`src/rtl/core/base64_stream_encoder_defines.svh`:
```
// assertion macros for the base64 stream encoder back end
`ifndef BASE64_STREAM_ENCODER_DEFINES_SVH
`define BASE64_STREAM_ENCODER_DEFINES_SVH

// same-cycle implication, checked outside reset
`define B64E_ASSERT_NOW(label, clk, rst_n, ante, cons, msg) \
    label: assert property (@(posedge clk) disable iff (!(rst_n)) (ante) |-> (cons)) \
        else $error(msg);

// next-cycle implication, checked outside reset
`define B64E_ASSERT_NEXT(label, clk, rst_n, ante, cons, msg) \
    label: assert property (@(posedge clk) disable iff (!(rst_n)) (ante) |=> (cons)) \
        else $error(msg);

`endif

```
`src/rtl/core/b64e_pkg.sv`:
```
// types, constants and the alphabet lookup for the base64 stream encoder
`timescale 1ns / 1ps

package b64e_pkg;

    localparam int LINE_LEN_W = 10;
    localparam int SEXTET_W   = 7;
    localparam int Q_DEPTH    = 2;
    localparam int Q_PTR_W    = $clog2(Q_DEPTH);
    localparam int Q_CNT_W    = $clog2(Q_DEPTH + 1);

    localparam logic [SEXTET_W-1:0] PAD_INDEX = 7'd64;
    localparam logic [7:0]          LINE_FEED = 8'h0A;

    localparam logic [7:0] MASK_FC = 8'hFC;
    localparam logic [7:0] MASK_03 = 8'h03;
    localparam logic [7:0] MASK_F0 = 8'hF0;
    localparam logic [7:0] MASK_0F = 8'h0F;
    localparam logic [7:0] MASK_C0 = 8'hC0;
    localparam logic [7:0] MASK_3F = 8'h3F;

    typedef struct packed {
        logic [7:0] data_byte;
        logic       last_byte;
    } t_in_item;

    typedef struct packed {
        logic [7:0] out_char;
        logic       out_last;
    } t_out_item;

    // one group of four alphabet indexes, index 0 goes out first
    typedef struct packed {
        logic [3:0][SEXTET_W-1:0] sextet;
        logic                     last;
    } t_group;

    typedef struct packed {
        logic empty;
        logic full;
    } t_q_status;

    // index 0..63 to the standard alphabet, anything above to the pad
    function automatic logic [7:0] b64_char(input logic [SEXTET_W-1:0] idx);
        logic [7:0] wide;
        wide = {1'b0, idx};
        if (idx < 7'd26) begin
            b64_char = 8'h41 + wide;
        end else if (idx < 7'd52) begin
            b64_char = 8'h61 + wide - 8'd26;
        end else if (idx < 7'd62) begin
            b64_char = 8'h30 + wide - 8'd52;
        end else if (idx == 7'd62) begin
            b64_char = 8'h2B;
        end else if (idx == 7'd63) begin
            b64_char = 8'h2F;
        end else begin
            b64_char = 8'h3D;
        end
    endfunction

endpackage

```
`src/rtl/core/base64_stream_encoder.sv`:
```
// top level of the base64 stream encoder with optional line wrapping
`timescale 1ns / 1ps

// channel   direction  handshake                 payload
// in        input      i_in_valid / o_in_ready   i_in_data  (data_byte, last_byte)
// out       output     o_out_valid / i_out_ready o_out_data (out_char, out_last)
// cfg       input      i_cfg_valid / o_cfg_ready i_cfg_data (line_length)
//
// the front takes one item per cycle while the group queue has room
// the back sends one character per cycle while the output is not stalled: four per group
// plus any line feeds, so a group of three bytes leaves as 4 to 8 characters
// without wrapping a group of three bytes leaves as four characters
// reset is synchronous, active low, and needs no clearing pass
// a stalled output holds its item while the front keeps filling the queue

module base64_stream_encoder
    import b64e_pkg::*;
(
    input  logic                  i_clk,
    input  logic                  i_rst_n,
    input  logic                  i_in_valid,
    output logic                  o_in_ready,
    input  t_in_item              i_in_data,
    output logic                  o_out_valid,
    input  logic                  i_out_ready,
    output t_out_item             o_out_data,
    input  logic                  i_cfg_valid,
    output logic                  o_cfg_ready,
    input  logic [LINE_LEN_W-1:0] i_cfg_data
);

    // line length register, zero turns wrapping off
    logic [LINE_LEN_W-1:0] r_line_len;

    // groups travel from front to back through the queue
    logic      push;
    logic      pop;
    t_group    front_group;
    t_group    back_group;
    t_q_status q_status;

    // register writes are always taken
    assign o_cfg_ready = 1'b1;

    always_ff @(posedge i_clk) begin
        if (!i_rst_n) begin
            r_line_len <= '0;
        end else if (i_cfg_valid) begin
            r_line_len <= i_cfg_data;
        end
    end

    // byte gathering and sextet split
    b64e_front u_front (
        .i_clk      (i_clk),
        .i_rst_n    (i_rst_n),
        .i_in_valid (i_in_valid),
        .o_in_ready (o_in_ready),
        .i_in_data  (i_in_data),
        .i_q_status (q_status),
        .o_push     (push),
        .o_group    (front_group)
    );

    // decouples the byte side from the character side
    b64e_queue u_queue (
        .i_clk    (i_clk),
        .i_rst_n  (i_rst_n),
        .i_push   (push),
        .i_group  (front_group),
        .i_pop    (pop),
        .o_group  (back_group),
        .o_status (q_status)
    );

    // character serializer with column count and line feeds
    b64e_back u_back (
        .i_clk       (i_clk),
        .i_rst_n     (i_rst_n),
        .i_line_len  (r_line_len),
        .i_group     (back_group),
        .i_q_status  (q_status),
        .o_pop       (pop),
        .o_out_valid (o_out_valid),
        .i_out_ready (i_out_ready),
        .o_out_data  (o_out_data)
    );

endmodule

```
`src/rtl/core/b64e_front.sv`:
```
// front end: gathers bytes into groups of up to three and splits them into sextets
`timescale 1ns / 1ps

module b64e_front
    import b64e_pkg::*;
(
    input  logic      i_clk,
    input  logic      i_rst_n,
    input  logic      i_in_valid,
    output logic      o_in_ready,
    input  t_in_item  i_in_data,
    input  t_q_status i_q_status,
    output logic      o_push,
    output t_group    o_group
);

    logic [15:0] r_held;
    logic [1:0]  r_cnt;
    logic [1:0]  n_cnt;
    logic [1:0]  count;
    logic        accept;
    logic        group_done;
    logic [7:0]  b0, b1, b2;

    assign o_in_ready = !i_q_status.full;
    assign accept     = i_in_valid && o_in_ready;
    assign count      = r_cnt + 2'd1;
    assign group_done = (r_cnt == 2'd2) || i_in_data.last_byte;
    assign o_push     = accept && group_done;

    always_comb begin
        b0 = r_held[15:8];
        b1 = r_held[7:0];
        b2 = i_in_data.data_byte;
        case (r_cnt)
            2'd0: begin
                b0 = i_in_data.data_byte;
                b1 = 8'd0;
                b2 = 8'd0;
            end
            2'd1: begin
                b1 = i_in_data.data_byte;
                b2 = 8'd0;
            end
            default: begin
            end
        endcase
    end

    always_comb begin
        o_group.last      = i_in_data.last_byte;
        o_group.sextet[0] = SEXTET_W'((b0 & MASK_FC) >> 2);
        o_group.sextet[1] = SEXTET_W'(((b0 & MASK_03) << 4) | ((b1 & MASK_F0) >> 4));
        o_group.sextet[2] = (count >= 2'd2)
            ? SEXTET_W'(((b1 & MASK_0F) << 2) | ((b2 & MASK_C0) >> 6)) : PAD_INDEX;
        o_group.sextet[3] = (count == 2'd3) ? SEXTET_W'(b2 & MASK_3F) : PAD_INDEX;
    end

    always_comb begin
        n_cnt = r_cnt;
        if (accept) begin
            n_cnt = group_done ? 2'd0 : count;
        end
    end

    always_ff @(posedge i_clk) begin
        if (!i_rst_n) begin
            r_cnt <= 2'd0;
        end else begin
            r_cnt <= n_cnt;
        end
    end

    always_ff @(posedge i_clk) begin
        if (accept && !group_done) begin
            if (r_cnt == 2'd0) begin
                r_held[15:8] <= i_in_data.data_byte;
            end else begin
                r_held[7:0] <= i_in_data.data_byte;
            end
        end
    end

endmodule

```
`src/rtl/core/b64e_queue.sv`:
```
// short group queue between front and back
`timescale 1ns / 1ps

module b64e_queue
    import b64e_pkg::*;
(
    input  logic      i_clk,
    input  logic      i_rst_n,
    input  logic      i_push,
    input  t_group    i_group,
    input  logic      i_pop,
    output t_group    o_group,
    output t_q_status o_status
);

    t_group               r_mem [Q_DEPTH];
    logic [Q_PTR_W-1:0]   r_wr_ptr;
    logic [Q_PTR_W-1:0]   r_rd_ptr;
    logic [Q_CNT_W-1:0]   r_cnt;
    logic                 do_push;
    logic                 do_pop;

    assign o_status.empty = (r_cnt == Q_CNT_W'(0));
    assign o_status.full  = (r_cnt == Q_CNT_W'(Q_DEPTH));
    assign do_push        = i_push && !o_status.full;
    assign do_pop         = i_pop && !o_status.empty;
    assign o_group        = r_mem[r_rd_ptr];

    function automatic logic [Q_PTR_W-1:0] ptr_inc(input logic [Q_PTR_W-1:0] p);
        if (p == Q_PTR_W'(Q_DEPTH - 1)) begin
            ptr_inc = '0;
        end else begin
            ptr_inc = p + Q_PTR_W'(1);
        end
    endfunction

    always_ff @(posedge i_clk) begin
        if (!i_rst_n) begin
            r_wr_ptr <= '0;
            r_rd_ptr <= '0;
            r_cnt    <= '0;
        end else begin
            if (do_push) begin
                r_wr_ptr <= ptr_inc(r_wr_ptr);
            end
            if (do_pop) begin
                r_rd_ptr <= ptr_inc(r_rd_ptr);
            end
            if (do_push && !do_pop) begin
                r_cnt <= r_cnt + Q_CNT_W'(1);
            end else if (do_pop && !do_push) begin
                r_cnt <= r_cnt - Q_CNT_W'(1);
            end
        end
    end

    always_ff @(posedge i_clk) begin
        if (do_push) begin
            r_mem[r_wr_ptr] <= i_group;
        end
    end

endmodule

```
`src/rtl/core/b64e_back.sv`:
```
// back end: sends group characters one by one, inserts line feeds
`timescale 1ns / 1ps
`include "base64_stream_encoder_defines.svh"

module b64e_back
    import b64e_pkg::*;
(
    input  logic                  i_clk,
    input  logic                  i_rst_n,
    input  logic [LINE_LEN_W-1:0] i_line_len,
    input  t_group                i_group,
    input  t_q_status             i_q_status,
    output logic                  o_pop,
    output logic                  o_out_valid,
    input  logic                  i_out_ready,
    output t_out_item             o_out_data
);

    logic [1:0]            r_k, n_k;
    logic                  r_lf_pend, n_lf_pend;
    logic                  r_lf_last, n_lf_last;
    logic [LINE_LEN_W-1:0] r_col, n_col;
    logic                  r_out_valid, n_out_valid;
    t_out_item             r_out, n_out;
    logic                  out_free;
    logic [LINE_LEN_W-1:0] col_next;
    logic                  wrap;
    logic                  grp_end;
    logic                  grp_last;

    assign out_free    = !r_out_valid || i_out_ready;
    assign col_next    = r_col + LINE_LEN_W'(1);
    assign wrap        = (i_line_len != '0) && (col_next >= i_line_len);
    assign grp_end     = (r_k == 2'd3);
    assign grp_last    = grp_end && i_group.last;
    assign o_out_valid = r_out_valid;
    assign o_out_data  = r_out;

    always_comb begin
        n_k         = r_k;
        n_lf_pend   = r_lf_pend;
        n_lf_last   = r_lf_last;
        n_col       = r_col;
        n_out_valid = r_out_valid;
        n_out       = r_out;
        o_pop       = 1'b0;
        if (out_free) begin
            if (r_lf_pend) begin
                n_out_valid    = 1'b1;
                n_out.out_char = LINE_FEED;
                n_out.out_last = r_lf_last;
                n_lf_pend      = 1'b0;
            end else if (!i_q_status.empty) begin
                n_out_valid    = 1'b1;
                n_out.out_char = b64_char(i_group.sextet[r_k]);
                n_out.out_last = grp_last && !wrap;
                n_lf_pend      = wrap;
                n_lf_last      = grp_last;
                n_col          = (wrap || grp_last) ? '0 : col_next;
                n_k            = r_k + 2'd1;
                o_pop          = grp_end;
            end else begin
                n_out_valid = 1'b0;
            end
        end
    end

    always_ff @(posedge i_clk) begin
        if (!i_rst_n) begin
            r_k         <= 2'd0;
            r_lf_pend   <= 1'b0;
            r_col       <= '0;
            r_out_valid <= 1'b0;
        end else begin
            r_k         <= n_k;
            r_lf_pend   <= n_lf_pend;
            r_col       <= n_col;
            r_out_valid <= n_out_valid;
        end
    end

    always_ff @(posedge i_clk) begin
        r_lf_last <= n_lf_last;
        r_out     <= n_out;
    end

    `B64E_ASSERT_NOW(a_mid_group_has_entry, i_clk, i_rst_n, r_k != 2'd0, !i_q_status.empty, "group index moved without a queued group")
    `B64E_ASSERT_NOW(a_lf_behind_char, i_clk, i_rst_n, r_lf_pend, r_out_valid, "line feed pending with empty output slot")
    `B64E_ASSERT_NEXT(a_lf_sent, i_clk, i_rst_n, r_lf_pend && out_free, r_out_valid && (r_out.out_char == LINE_FEED), "pending line feed not sent")

endmodule

```
`config.mk`:
```
export PLATFORM = sky130hd
export DESIGN_NAME = base64_stream_encoder
export DESIGN_NICKNAME = d
export VERILOG_FILES = /design/src/rtl/core/b64e_pkg.sv /design/src/rtl/core/base64_stream_encoder.sv /design/src/rtl/core/b64e_front.sv /design/src/rtl/core/b64e_queue.sv /design/src/rtl/core/b64e_back.sv
export VERILOG_INCLUDE_DIRS = /design/src /design/src/rtl/core
export SDC_FILE = /design/constraint.sdc
export NUM_CORES = 1
export LEC_CHECK = 0
export ABC_AREA = 0
export BUFFER_PORTS_ARGS = -buffer_cell sky130_fd_sc_hd__buf_2
export CORE_MARGIN = 2
export CORE_UTILIZATION = 60
export DETAILED_ROUTE_END_ITERATION = 8
export GPL_ROUTABILITY_DRIVEN = 0
export PLACE_DENSITY = 0.86
export SLEW_MARGIN = 20
export SYNTH_ARGS = -nofsm -noshare
export SYNTH_HDL_FRONTEND = slang
export SYNTH_SLANG_ARGS = --single-unit
```
`constraint.sdc`:
```
create_clock -name i_clk -period 5.7 [get_ports i_clk]
set_input_delay 1.71 -clock i_clk [delete_from_list [all_inputs] [get_ports i_clk]]
set_output_delay 1.71 -clock i_clk [all_outputs]
set_load 0.02 [all_outputs]
```
==> summary by stage, run 1 <==
Detailed routing
The total wire length after detailed routing is 9970 um. The average wire per standard cell is 17.6 um. The total number of vias is 3,433.

The detail route stage leaves a number of antenna-violating nets equal to 0. In the routed layout, each cell is associated on average with a via count of 6.07. The first detailed-routing pass took 4 iterations. After the first detailed-routing iteration, the DRC count stood at 168.

The post-route DRC violation count is 0.

Yosys
Of all flip-flops after synthesis, the portion carrying an async set or reset was 0%. The synthesized-area fraction occupied by adder cells is 5.16%. In the post-synthesis netlist, the biggest area contributors are sky130_fd_sc_hd__edfxtp_1, sky130_fd_sc_hd__dfxtp_1, sky130_fd_sc_hd__ha_1.

The XOR/XNOR share of the synthesized area is 1.81%. Measured against the total synthesized area, the mux share comes to 11.9%. The count of cell types in the netlist is 60. The synthesized area divided by synthesized cell count is 12.6 um^2.

By count the netlist is led by sky130_fd_sc_hd__edfxtp_1, sky130_fd_sc_hd__dfxtp_1, sky130_fd_sc_hd__nand2_1. The number of synthesis warnings is 0. Summed over all instances, the cell type with the most area after synthesis is sky130_fd_sc_hd__edfxtp_1. The cell area that synthesis handed to floorplanning was 5340 um^2.

The portion of synthesized cell area occupied by the leading cell type is 45.0%. The post-synthesis net count is 468. The most common cell in the synthesized netlist is sky130_fd_sc_hd__edfxtp_1. Summing the areas of all and, or, nand and nor instances in the mapped netlist gives 12.4% of the synthesized area.

Counting every instance in the synthesized netlist gives 422. The largest family of logic cells by synthesized area is simple AND/OR/NAND/NOR gates. For this run, the leading register cell type out of synthesis is sky130_fd_sc_hd__edfxtp_1. Counting flops and latches in the post-synthesis netlist gives 111. The fraction of the yosys area taken by sequential cells is 56.6%. The number of synthesized flops with an enable pin is 80. Summing the areas of all compound-gate instances in the mapped netlist gives 8.84% of the synthesized area.

Global routing
The number of antenna violations at the first check in global routing came to 0. The via count of the first global-routing pass is 3,387. The first global-routing pass estimated 16,600 um of wire. Global routing finished with a remaining overflow of 0. The largest net degree at the start of global routing is 29. The aggregate global-route resource usage is 21.4%.

Worst setup path
The maximum net fanout on the critical path is 20. The origin of the critical flop-to-flop path is u_back.r_k[1]. The register-to-register setup slack is 2.31 ns. The worst setup path is captured at a flip-flop.

The critical path is of the reg2reg type. The critical path starts at u_back.r_k[1]. The signal arrival time at the worst endpoint is 3.58 ns. At the worst endpoint, the required time is 5.90 ns.

The kind of start point of the critical path is a flip-flop.

STA
The total count of max-transition violations in the final report came to 0. The post-route worst setup slack is 2.31 ns. The worst path uses 59.4% of the clock period. The number of hold violations in the final report is 0. Headroom to the max-slew limit came out at 37.4%. After routing, the total negative slack on setup checks comes to 0 ns. The tightest hold path in the finished design has a slack of 0.460 ns. Setup violations remaining at the end of the flow were counted as 0. The highest clock rate is 295 MHz. The slew of the pin with the lowest slew margin is 0.935 ns.

The worst path in the final design needs a cycle of 3.39 ns, including I/O delays and setup. The worst clock skew on the final layout is 0.0124 ns. Setup repair after global routing left no endpoint under its margin.

Clock tree
The clock tree buffer depth is 2. The number of resized instances in the post-cts repair step is 0. Post-CTS timing repair inserted 0 buffers for setup. TritonCTS built the clock tree. For this design, the CTS-stage hold fixing added 0 buffers. Clock tree synthesis found a total of 111 sinks. The level count of the clock H-tree is 3. The clock reaches the later pin of the worst-skew pair after 0.37 ns. The CTS clock-pin slew for the worst setup and hold paths is 0.11 ns. Buffers inserted during clock tree synthesis total 9. The cell sitting at the root of the clock tree is a sky130_fd_sc_hd__clkbuf_8.

Floorplanning
The count of boundary I/O pins is 36. In this run the vertical extent of the chip is 98.3 um. Measured along the x axis, the die boundary spans 98.3 um. The die covers 9660 um^2. After floorplanning, the core was sized to cover 8680 um^2. In this run the core area contains 34 standard-cell rows. Once the floorplan was initialized, standard cells occupied 61.5% of the core.

Power and ir drop
Net switching is 29.0% of the power. The internal power of the cells totals 1.29 mW. The proportion of power drawn by flip-flops and latches is 53.2%. The switching power summed over all nets is 0.526 mW.

The worst-case vdd ir drop is 0.214 mV. Dividing total power by cell area gives a power density of 313 nW/um^2. The leakage power of the design is 2.15 nW. The part of the power in the clock network is 26.8%. The proportion of power drawn by combinational gates is 20.1%.

Placed design
Before CTS, the worst setup slack after placement is 2.01 ns. The cell total after placement is 550. The detailed placement HPWL is 7070 um. The count of buffers from port buffering is 34.

Layout
The area used by multi-input combinational logic is 2150 um^2. The final non-filler cell total is 566. The repair_antennas step left the layout with diodes totalling 0. In the final design database the tool counted 499 nets.

The post-route netlist has 18.8% of its cells at a drive strength greater than 1. Compared with the post-synthesis result, the final layout area differs by 8.51%. Counting the fill cells in the layout gives 634. The footprint of the flip-flops and latches is 3020 um^2.

Flow run
Max-cap violations in this run came to 0.

Hold path
The path class of the tightest hold or removal check is reg2reg. The worst hold path startpoint is u_back.r_col[9].

Status
The run finished with clean final reports.
## through the flow
stage                     area (um^2)  total power [mW]  utilization [%]
after CTS                        5790              1.82             66.7
after global placement           5580              1.32             64.3
final                            5790              1.81             66.7
after detailed placement         5580              1.34             64.3
after floorplan                  5340              1.25                -
after global routing             5790              1.89             66.7
## final timing paths
check | endpoint | cells after the start
worst max-delay path | u_back.o_out_data[5] | 9
worst max register to register | u_back.o_out_data[5] | 9
worst min-delay path | u_back.r_col[9] | 2
worst min register to register | u_back.r_col[9] | 2
## final cells by class
| type | instances | area share (%) |
|---|---|---|
| clock inverter | 6 | 1.36 |
| multi-input combinational | 273 | 37.2 |
| inverter | 21 | 1.36 |
| timing repair buffer | 37 | 3.33 |
| clock buffer | 10 | 2.20 |
| sequential | 111 | 52.2 |
| tap | 108 | 2.33 |
## cell families after synthesis
logic type                 Yosys count
AOI/OAI and AO/OA                   69
xor gates and xnor gates            11
adders and majority gates           22
buffers and inverters               38
DFF                                111
muxes                               42
other                                2
and+or+nand+nor                    127
## power groups by stage
stage	sequential [mW]	clock, mW	combinational (mW)
after global placement	0.979	0	0.342
final	0.964	0.486	0.364
after CTS	0.965	0.493	0.361
after global routing	0.971	0.522	0.399
after floorplan	0.985	0	0.264
after detailed placement	0.983	0	0.358
## metal layers
metal / GRT usage [%] / vias to the layer above / part of all wire (%)
li1: - / 1624 / -
met5: 0 / - / 0
met4: 6.95 / 0 / 1.4
met3: 3.01 / 14 / 4.8
met1: 28.6 / 1691 / 44
met2: 36.4 / 104 / 50
## critical path, cell delays in order (launching register included)
cell	delay [ns]
sky130_fd_sc_hd__dfxtp_1	0.86
sky130_fd_sc_hd__mux4_2	0.43
sky130_fd_sc_hd__mux2i_1	0.43
sky130_fd_sc_hd__inv_1	0.18
sky130_fd_sc_hd__ha_1	0.28
sky130_fd_sc_hd__o21ai_0	0.33
sky130_fd_sc_hd__nand3_1	0.13
sky130_fd_sc_hd__a21bo_2	0.22
sky130_fd_sc_hd__o2111a_1	0.14
sky130_fd_sc_hd__nor3_1	0.21
## sequential cells by signal (all words and copies together), names as in the netlist, 2 cells and up, named ones only
name	flops
u_queue.r_mem	54
u_front.r_cnt	2
r_line_len	10
u_back.r_col	10
u_front.r_held	16
u_queue.r_cnt	2
u_back.o_out_data	9
u_back.r_k	2
## cell usage in the layout (no fill, tap or decap), types with 12 or more instances in the layout
master / instances
sky130_fd_sc_hd__nand3_1: 12
sky130_fd_sc_hd__inv_1: 18
sky130_fd_sc_hd__nor2b_1: 18
sky130_fd_sc_hd__o21ai_0: 19
sky130_fd_sc_hd__mux2i_1: 15
sky130_fd_sc_hd__buf_2: 34
sky130_fd_sc_hd__edfxtp_1: 80
sky130_fd_sc_hd__ha_1: 22
sky130_fd_sc_hd__dfxtp_1: 31
sky130_fd_sc_hd__nor2_1: 20
sky130_fd_sc_hd__nand2_1: 31
No activity file was read; power rests on OpenSTA's default activity.
==> run 2, diff against run 1 <==
--- a/config.mk
+++ b/config.mk
@@ -6,13 +6,13 @@
 export SDC_FILE = /design/constraint.sdc
 export NUM_CORES = 1
 export LEC_CHECK = 0
-export ABC_AREA = 0
+export ABC_AREA = 1
 export BUFFER_PORTS_ARGS = -buffer_cell sky130_fd_sc_hd__buf_2
 export CORE_MARGIN = 2
-export CORE_UTILIZATION = 60
+export CORE_UTILIZATION = 55
 export DETAILED_ROUTE_END_ITERATION = 8
 export GPL_ROUTABILITY_DRIVEN = 0
-export PLACE_DENSITY = 0.86
+export PLACE_DENSITY = 0.83
 export SLEW_MARGIN = 20
 export SYNTH_ARGS = -nofsm -noshare
 export SYNTH_HDL_FRONTEND = slang
==> constraint.sdc (replaced) <==
create_clock -name i_clk -period 3 [get_ports i_clk]
set_input_delay 0.9 -clock i_clk [delete_from_list [all_inputs] [get_ports i_clk]]
set_output_delay 0.9 -clock i_clk [all_outputs]
set_load 0.02 [all_outputs]
==> run 2 against run 1 <==
Effect of this change:
- setup slack worse by 2.0 ns
- non-clock buffer count increased by 3
- clock power is 74% higher
- global-route usage is 0.31 points lower
- die area rose by 11%
- power grew 92%
- largest cell class unchanged
- highest routed layer unchanged
==> summary by stage, run 2 <==
Status
Status: finished clean (unchanged).

Worst setup path
The kind of start point of the critical path is a flip-flop (unchanged). The maximum net fanout on the critical path was 10 (was 20). The capturing element type of the critical path is a flip-flop (unchanged). The start-to-end type of the worst setup path is reg2reg (unchanged).

The data required time at the worst endpoint is 3.30 ns (was 5.90 ns). The signal arrival time at the worst endpoint is 3.03 ns (was 3.58 ns).

STA
The worst slew margin relative to its limit is 44.9% (was 37.4%). The total count of max-transition violations in the final report is 0 (unchanged). The worst clock skew on the final layout is 0.00990 ns (was 0.0124 ns). The number of failing setup endpoints in the final timing report is 0 (unchanged). The slew of the pin with the lowest slew margin was 0.826 ns (was 0.935 ns). RSZ-0062 raised after global routing: false (unchanged). The time the worst path needs with I/O delays and setup is 2.74 ns (was 3.39 ns).

The aggregate negative setup slack is 0 ns (unchanged). The highest clock rate came to 366 MHz (was 295 MHz). The post-route fraction of the period consumed by the critical path was 91.2% (was 59.4%). The number of hold violations in the final report is 0 (unchanged). The worst hold-check slack was 0.475 ns (was 0.460 ns).

Clock tree
The library cell used as clock root buffer is sky130_fd_sc_hd__clkbuf_8 (unchanged). The number of buffers inserted to repair setup after CTS is 0 (unchanged). The number of resized instances in the post-cts repair step is 0 (unchanged). The number of hold buffers added after cts is 0 (unchanged).

The insertion delay to the later sink of the worst-skew pair is 0.37 ns (about the same). The clock tree buffer depth was 2 (unchanged). The TritonCTS clock tree is yes (unchanged). The number of buffers created by CTS is 9 (unchanged).

The level count of the clock H-tree is 3 (unchanged). The TritonCTS sink count is 111 (unchanged). The CTS clock-pin slew for the worst setup and hold paths is 0.10 ns (was 0.11 ns).

Power and ir drop
The total power consumption of the routed design came to 3.48 mW (was 1.81 mW). The worst-case vdd ir drop is 0.464 mV (was 0.214 mV). The total power divided by cell area is 588 nW/um^2 (was 313 nW/um^2).

The leakage power of the design is 2.49 nW (was 2.15 nW).

Global routing
The largest net degree at the start of global routing is 30 (was 29). The fraction of met3 tracks used by global routing is 3.34% (was 3.01%). The fraction of met1 tracks used by global routing came to 27.2% (was 28.6%).

The via count of the first global-routing pass is 3,980 (was 3,387). The wire length of the first global-routing pass is 18,200 um (was 16,600 um). The fraction of met2 tracks used by global routing is 35.0% (was 36.4%). The peak-usage layer in the global routing report is met2 (unchanged). The aggregate global routing overflow was 0 (unchanged). The number of antenna violations at the first check in global routing is 0 (unchanged).

The aggregate global-route resource usage is 21.1% (was 21.4%).

Layout
The final-stage net count is 679 (was 499). The ratio of cells with drive above 1 in the final layout was 13.3% (was 18.8%). The total non-filler cell area in the finished layout was 5920 um^2 (was 5790 um^2). The area added between synthesis and finish is 8.58% (was 8.51%).

Commonest non-fill, non-tap cells in the layout: sky130_fd_sc_hd__nand2_1, sky130_fd_sc_hd__inv_1, sky130_fd_sc_hd__edfxtp_1, sky130_fd_sc_hd__nor2_1, sky130_fd_sc_hd__a21oi_1 (was sky130_fd_sc_hd__edfxtp_1, sky130_fd_sc_hd__buf_2, sky130_fd_sc_hd__nand2_1, sky130_fd_sc_hd__dfxtp_1, sky130_fd_sc_hd__ha_1). The register with the most flip-flops is u_queue.r_mem (unchanged). The final non-filler cell total is 771 (was 566). The most common cell after layout, fill and taps aside is sky130_fd_sc_hd__nand2_1 (was sky130_fd_sc_hd__edfxtp_1). Leading registers by flop count: u_queue.r_mem: 54 flops, u_front.r_held: 16 flops (unchanged). The number of antenna repair diodes is 0 (unchanged). The number of flip-flops in the largest register is 54 (unchanged).

Detailed routing
The violation count after the first detailed-routing iteration came to 326 (was 168). The count of nets left with antenna violations after detail routing is 0 (unchanged). The average wire per standard cell is 13.8 um (was 17.6 um). The average vias per placed instance is 5.22 (was 6.07).

The total number of vias was 4,023 (was 3,433). The post-route DRC violation count is 0 (unchanged). The total wire length after detailed routing came to 10,600 um (was 9970 um). The count of TritonRoute iterations in the first routing pass is 5 (was 4).

Placed design
The count of buffers from port buffering is 34 (unchanged). The detailed placement HPWL was 7640 um (was 7070 um). The cell total after placement is 755 (was 550).

The placed cell area is 5720 um^2 (was 5580 um^2).

Floorplanning
The chip width was 104 um (was 98.3 um). The initial cell density of the core is 56.3% (was 61.5%). The area enclosed by the die boundary was 10,700 um^2 (was 9660 um^2). The area inside the core boundary is 9680 um^2 (was 8680 um^2).

The number of placement rows is 36 (was 34). The floorplan die height is 104 um (was 98.3 um). The count of boundary I/O pins came to 36 (unchanged).

Yosys
The post-synthesis net count is 646 (was 468). The leading register cell type out of synthesis is sky130_fd_sc_hd__edfxtp_1 (unchanged). The number of synthesized flops with an enable pin is 80 (unchanged). The portion of synthesized cell area occupied by the leading cell type is 44.1% (was 45.0%). The synthesized area divided by synthesized cell count is 9.09 um^2 (was 12.6 um^2). The most common cell in the netlist is sky130_fd_sc_hd__nand2_1 (was sky130_fd_sc_hd__edfxtp_1).

Largest cells by area after synthesis: sky130_fd_sc_hd__edfxtp_1, sky130_fd_sc_hd__dfxtp_1, sky130_fd_sc_hd__nand2_1 (was sky130_fd_sc_hd__edfxtp_1, sky130_fd_sc_hd__dfxtp_1, sky130_fd_sc_hd__ha_1). The count of cell types in the netlist was 36 (was 60). The synthesized instance count is 600 (was 422). The number of synthesized register bits is 111 (unchanged). The dominant cell type by area after synthesis is sky130_fd_sc_hd__edfxtp_1 (unchanged).

The cell area after technology mapping was 5450 um^2 (was 5340 um^2). The fraction of the yosys area taken by sequential cells is 55.4% (was 56.6%). The number of synthesis warnings was 0 (unchanged).

Cell types with the highest counts after synthesis: sky130_fd_sc_hd__nand2_1, sky130_fd_sc_hd__inv_1, sky130_fd_sc_hd__edfxtp_1 (was sky130_fd_sc_hd__edfxtp_1, sky130_fd_sc_hd__dfxtp_1, sky130_fd_sc_hd__nand2_1). The fraction of synthesis flops using an asynchronous set or reset pin is 0% (unchanged).

Hold path
The worst hold path class is reg2reg (unchanged).

Flow run
The number of violations of the max-capacitance limit is 0 (unchanged).
-- run 2: report_power, final --
part	internal, mW	switching, mW	total, mW
clock network	0.318	0.527	0.845
logic	0.268	0.549	0.818
registers	1.78	0.0380	1.82
total	2.36	1.11	3.48
-- run 2: metrics by stage --
stage,utilization (%),worst slack (ns)
4_1_cts,61.0,0.0849
3_3_place_gp,59.1,0.355
6_report,61.1,0.264
2_1_floorplan,-,0.208
5_1_grt,61.1,0.0346
3_5_place_dp,59.1,0.153
-- run 2: cell families after synthesis --
group / after synthesis / share of synthesized area, %
compound gates: 94 / 9.22
xor+xnor: 11 / 1.77
simple gates: 245 / 19.6
buf+inv: 115 / 8.79
other cells: 2 / 0.138
flops: 111 / 55.4
fa+ha+maj: 22 / 5.05
-- run 2: final timing paths --
path | from | to | slack [ns] | cells after the start
worst min-delay path | u_back.r_col[8] | u_back.r_col[8] | 0.48 | 2
worst max-delay path | u_back.r_col[2] | u_back.r_col[7] | 0.26 | 18
worst min register to register | u_back.r_col[8] | u_back.r_col[8] | 0.48 | 2
worst max register to register | u_back.r_col[2] | u_back.r_col[7] | 0.26 | 18
-- run 2: critical path, stage by stage (launching register included) --
cell,delay [ns]
sky130_fd_sc_hd__dfxtp_1,0.40
sky130_fd_sc_hd__nand2_1,0.07
sky130_fd_sc_hd__nor2_1,0.15
sky130_fd_sc_hd__nand2_1,0.09
sky130_fd_sc_hd__nor2_2,0.15
sky130_fd_sc_hd__nand3_1,0.12
sky130_fd_sc_hd__nor2_1,0.13
sky130_fd_sc_hd__xnor2_1,0.13
sky130_fd_sc_hd__inv_1,0.07
sky130_fd_sc_hd__ha_1,0.29
sky130_fd_sc_hd__nand2_1,0.11
sky130_fd_sc_hd__nor2_1,0.07
sky130_fd_sc_hd__o211ai_1,0.10
sky130_fd_sc_hd__o2111ai_1,0.14
sky130_fd_sc_hd__nand2_1,0.08
sky130_fd_sc_hd__inv_1,0.08
sky130_fd_sc_hd__nor2_4,0.22
sky130_fd_sc_hd__nand2_1,0.12
sky130_fd_sc_hd__a21oi_1,0.14
-- run 2: per-layer routing --
layer	vias to the layer above	wire, um
met1	1858	4640
li1	2021	-
met4	0	244
met5	-	0
met3	22	476
met2	122	5240
-- run 2: area by class of cell --
class	count	area (um^2)
clock buffer	9	124
clock inverter	7	63.8
fill	771	3760
inverter	97	364
multi-input combinational	374	1960
sequential	111	3020
tap	133	166
timing repair buffer	40	215
